--- src/sv/hco_pkg.sv ---
`timescale 1ns / 1ps
// ----------------------------------------------------------------------------
// hco_pkg
// Shared types and constants for the Ore-condition Hamiltonian cycle builder.
// ----------------------------------------------------------------------------
package hco_pkg;

  localparam int unsigned VERTEX_W = 7;
  localparam int unsigned COUNT_W  = 7;
  localparam logic [COUNT_W-1:0] COUNT_RESET = 7'd64;

  // Datapath operations issued by the controller
  typedef enum logic [4:0] {
    OP_NONE,
    OP_LOAD,
    OP_INIT_WR,
    OP_PASS_RD,
    OP_ADJ_V,
    OP_SRCH_START,
    OP_SRCH_RD,
    OP_ADJ_S,
    OP_SRCH_NEXT,
    OP_SWAP_START,
    OP_SWAP_RD,
    OP_SWAP_W1,
    OP_SWAP_W2,
    OP_ADV,
    OP_FAIL,
    OP_EMIT_RD,
    OP_EMIT_LD,
    OP_EMIT_NEXT
  } hco_op_t;

  typedef struct packed {
    hco_op_t op;
  } hco_cmd_t;

  typedef struct packed {
    logic run_start;   // last triangle bit taken this cycle
    logic init_done;   // identity fill writes its last entry
    logic joined;      // front pair adjacent
    logic srch_first;  // a first candidate j exists
    logic srch_hit;    // candidate j satisfies both edges
    logic srch_more;   // another candidate j exists
    logic swap_more;   // reversal needs another swap
    logic pass_last;   // this pass completes the pass budget
    logic emit_last;   // current emit index is the final vertex
  } hco_stat_t;

endpackage

--- src/sv/hco_ctrl.sv ---
`timescale 1ns / 1ps
// ----------------------------------------------------------------------------
// hco_ctrl
// Sequencer for load, identity fill, rotation passes, rotation search, reversal, failure and emit.
// ----------------------------------------------------------------------------
module hco_ctrl
  import hco_pkg::*;
(
  input  logic      clk,
  input  logic      rst_n,
  input  hco_stat_t stat,
  input  logic      out_ready,
  output hco_cmd_t  cmd,
  output logic      in_ready,
  output logic      out_valid
);

  typedef enum logic [3:0] {
    S_LOAD,
    S_INIT,
    S_PASS_RD,
    S_PASS_ADJ,
    S_PASS_CHK,
    S_SRCH_RD,
    S_SRCH_ADJ,
    S_SRCH_CHK,
    S_SWAP_RD,
    S_SWAP_W1,
    S_SWAP_W2,
    S_ADV,
    S_FAIL,
    S_EMIT_RD,
    S_EMIT_LD,
    S_EMIT_WAIT
  } state_t;

  state_t state_r;
  logic   out_valid_r;

  // operation decode
  always_comb begin
    cmd.op = OP_NONE;
    unique case (state_r)
      S_LOAD:      cmd.op = OP_LOAD;
      S_INIT:      cmd.op = OP_INIT_WR;
      S_PASS_RD:   cmd.op = OP_PASS_RD;
      S_PASS_ADJ:  cmd.op = OP_ADJ_V;
      S_PASS_CHK:  cmd.op = stat.joined ? OP_NONE : OP_SRCH_START;
      S_SRCH_RD:   cmd.op = OP_SRCH_RD;
      S_SRCH_ADJ:  cmd.op = OP_ADJ_S;
      S_SRCH_CHK:  cmd.op = stat.srch_hit ? OP_SWAP_START : OP_SRCH_NEXT;
      S_SWAP_RD:   cmd.op = OP_SWAP_RD;
      S_SWAP_W1:   cmd.op = OP_SWAP_W1;
      S_SWAP_W2:   cmd.op = OP_SWAP_W2;
      S_ADV:       cmd.op = OP_ADV;
      S_FAIL:      cmd.op = OP_FAIL;
      S_EMIT_RD:   cmd.op = OP_EMIT_RD;
      S_EMIT_LD:   cmd.op = OP_EMIT_LD;
      S_EMIT_WAIT: cmd.op = out_ready ? OP_EMIT_NEXT : OP_NONE;
      default:     cmd.op = OP_NONE;
    endcase
  end

  assign in_ready  = (state_r == S_LOAD);
  assign out_valid = out_valid_r;

  // state and registered outputs
  always_ff @(posedge clk) begin
    if (!rst_n) begin
      state_r     <= S_LOAD;
      out_valid_r <= 1'b0;
    end else begin
      unique case (state_r)
        S_LOAD:     if (stat.run_start) state_r <= S_INIT;
        S_INIT:     if (stat.init_done) state_r <= S_PASS_RD;
        S_PASS_RD:  state_r <= S_PASS_ADJ;
        S_PASS_ADJ: state_r <= S_PASS_CHK;
        S_PASS_CHK: begin
          if (stat.joined) begin
            state_r <= S_ADV;
          end else begin
            state_r <= stat.srch_first ? S_SRCH_RD : S_FAIL;
          end
        end
        S_SRCH_RD:  state_r <= S_SRCH_ADJ;
        S_SRCH_ADJ: state_r <= S_SRCH_CHK;
        S_SRCH_CHK: begin
          if (stat.srch_hit) begin
            state_r <= S_SWAP_RD;
          end else begin
            state_r <= stat.srch_more ? S_SRCH_RD : S_FAIL;
          end
        end
        S_SWAP_RD:  state_r <= S_SWAP_W1;
        S_SWAP_W1:  state_r <= S_SWAP_W2;
        S_SWAP_W2:  state_r <= stat.swap_more ? S_SWAP_RD : S_ADV;
        S_ADV:      state_r <= stat.pass_last ? S_EMIT_RD : S_PASS_RD;
        S_FAIL:     state_r <= S_EMIT_RD;
        S_EMIT_RD:  state_r <= S_EMIT_LD;
        S_EMIT_LD: begin
          state_r     <= S_EMIT_WAIT;
          out_valid_r <= 1'b1;
        end
        S_EMIT_WAIT: begin
          if (out_ready) begin
            out_valid_r <= 1'b0;
            state_r     <= stat.emit_last ? S_LOAD : S_EMIT_RD;
          end
        end
        default: state_r <= S_LOAD;
      endcase
    end
  end

endmodule

--- config.mk ---
export PLATFORM = sky130hd
export DESIGN_NAME = hco_ctrl
export DESIGN_NICKNAME = d
export VERILOG_FILES = /design/src/sv/hco_pkg.sv /design/src/sv/hco_ctrl.sv
export SDC_FILE = /design/constraint.sdc
export NUM_CORES = 1
export LEC_CHECK = 0
export BUFFER_PORTS_ARGS = -buffer_cell sky130_fd_sc_hd__buf_4
export CAP_MARGIN = 20
export CORE_AREA = 2 2 39 41
export DETAILED_ROUTE_END_ITERATION = 6
export DIE_AREA = 0 0 41 43
export PLACE_DENSITY = 0.77
export SYNTH_ARGS = -nofsm -noshare
export SYNTH_HDL_FRONTEND = slang
export SYNTH_SLANG_ARGS = --single-unit
--- constraint.sdc ---
create_clock -name clk -period 2.2 [get_ports clk]
set_input_delay 0.22 -clock clk [delete_from_list [all_inputs] [get_ports clk]]
set_output_delay 0.22 -clock clk [all_outputs]
set_load 0.005 [all_outputs]
==> results.toml <==
[setup_path]
required_ns = 1.98
worst-path-max-fanout = 22
crit_arrival_ns = 1.67
reg2reg_slack_ns = 0.52
cp-end-kind = "primary output"
critical_path_class = "register to primary output"
start_kind = "register"

[cells_and_area]
antennaDiodeCount = 0
final_util = 0.491
nets = 107
layout-drive-gt1-share = 0.245
seq_area_um2 = 100
area_growth_pct = 25.1
multi_input_area_um2 = 383
num-fill-cells = 139

[clock_network]
clkLatencyLatePin_ns = 0.24
cts_hold_buf = 0
tritoncts = "built"
clock-root-buffer = "clkbuf_4"
cts_made_buffers = 3
path_clk_slew_ns = 0.04
cts-resized-gates = 0
htreeDepth = 1
cts_setup_buffers = 0
clock-sinks = 5
cts.path.max_buffers = 2

[floorplanning]
initial_core_util = 0.392
floorplan.rows = 14
die_area_mm2 = 0.00176
die_w_um = 41
io_pins = 19
core_mm2 = 0.00138
die-height_um = 43

[sta]
setup_viol = 0
fin_worst_skew_ns = 0.00508
rsz0062_at_grt = "no"
fin_crit_sh = 0.861
slew_viol_final = 0
relSlewSlack = 0.570
finalHoldViolations = 0
max_freq_mhz = 528
tightest_slew_ns = 0.644
tns_ns = 0
setup_slack_ns = 0.305
fin_crit_ns = 1.89

[detailed_routing]
drtAntennaViolNets = 0
wl_per_cell_um = 11.6
first_pass_iters = 4
drc = 0
drt-initial-drc-count = 17
vias = 605
wl_mm = 1.28
avgViaCountPerCell = 5.50

[global_route]
grt_pass1_wl_mm = 2.01
grt_use_total = 0.158
grt_pass1_vias = 468
grt_max_degree = 23
antenna_found_initial = 0
overflow = 0

[power]
ir_drop_mv = 0.412
p_per_area_mw_per_mm2 = 394
totalPowerFinal_mw = 0.268
leakage_nw = 0.262

[synth]
syn_avg_cell_area_um2 = 6.79
ys_warn_count = 0
synth_cell_type_count = 33
seq_area_frac_synth = 0.184
ys_seq_elements = 5
syn_area_um2 = 543
synth_cells = 80
synth_nets = 92

[place]
pre_cts_slack_ns = 0.549
gp_congestion = 0.830
io_buffer_count = 18
hpwlAfterDp_um = 922

[worst_hold_path]
hp-class = "input pin to register"

[status]
status = "completed"

[flow_run]
cap_violations = 0
[area by class of cell]
class,count,area share
clock buffers,4,0.0387
flip-flops and latches,5,0.147
well taps,16,0.0295
repair buffers,18,0.199
inverters,4,0.0221
multi-input cells,63,0.564
[path summary, 6_finish.rpt]
path                            cells after the start                      end                     from
worst min-delay path                                2   out_valid$_SDFFE_PN0P_                    rst_n
worst min register to register                      3   out_valid$_SDFFE_PN0P_   out_valid$_SDFFE_PN0P_
worst max-delay path                                3                   cmd[0]  state_r[0]$_SDFFE_PN0P_
worst max register to register                      4  state_r[0]$_SDFFE_PN0P_  state_r[2]$_SDFFE_PN0P_
[flip-flops by register name, summed over array words and instances (netlist names)]
register   cells
state_r        4
out_valid      1
[cell usage after synthesis (all sizes together)]
library cell  number  area share
nor3               5       0.046
nand2              5       0.035
o21ai              8       0.074
nor2               4       0.028
o21bai             1       0.014
a221oi             2       0.032
nand3b             1       0.014
a21boi             1       0.014
a2111o             1       0.021
a21bo              1       0.018
a211oi             1       0.014
nand2b             5       0.058
xor2               1       0.016
nand3              3       0.028
nor4               1       0.012
a31oi              4       0.046
o2bb2ai            1       0.016
inv                4       0.028
xnor2              1       0.016
clkbuf             1      0.0069
or4                1       0.014
dfxtp              5        0.18
mux2i              1       0.018
or2                1       0.012
buf                7       0.076
nor4b              1       0.016
o31ai              1       0.014
a31o               2       0.032
a21oi              7       0.065
and2               1       0.012
nor2b              2       0.023
[kinds of logic after synthesis]
kind of cell	after synthesis	share of synthesized area
AOI/OAI and AO/OA	30	0.359
and+or+nand+nor	30	0.295
DFF	5	0.184
xor gates and xnor gates	2	0.0323
muxes	1	0.0184
buffers and inverters	12	0.111
[report_power, final]
part	switching, mW	leakage (nW)	internal (mW)
Clock	0.0357	0.0150	0.0685
Combinational	0.0253	0.207	0.0346
Sequential	0.0105	0.0406	0.0930
Total	0.0715	0.262	0.196
[through the flow]
stage	cells	instance area [µm²]	hold slack, ns
CTS	110	679	0.206
floorplan	80	543	0.336
finish	110	679	0.210
detailed placement	106	653	0.454
global route	110	679	0.201
global placement	106	653	0.445
[worst max-delay path, stage by stage (launching register included)]
cell and delay, ns:
dfxtp_1 0.72, inv_1 0.23, a221oi_1 0.32, buf_4 0.15
[layer usage]
| metal | routed length [µm] | global-route usage | vias to the layer above |
|---|---|---|---|
| li1 | - | - | 317 |
| met2 | 553 | 0.203 | 32 |
| met5 | 0 | 0 | - |
| met1 | 615 | 0.267 | 256 |
| met4 | 0 | 0 | 0 |
| met3 | 105 | 0.0471 | 0 |
[cell usage in the layout (no fill, tap or decap), types with 4 or more instances in the layout]
cell	synthesis	layout
buf_4	0	18
dfxtp_1	5	5
nor2_1	4	4
nand2b_1	5	5
inv_1	4	4
a21oi_1	7	7
a31oi_1	4	4
nand2_1	5	5
nor3_1	5	5
o21ai_0	8	8
Power figures use the tool's default switching activity.
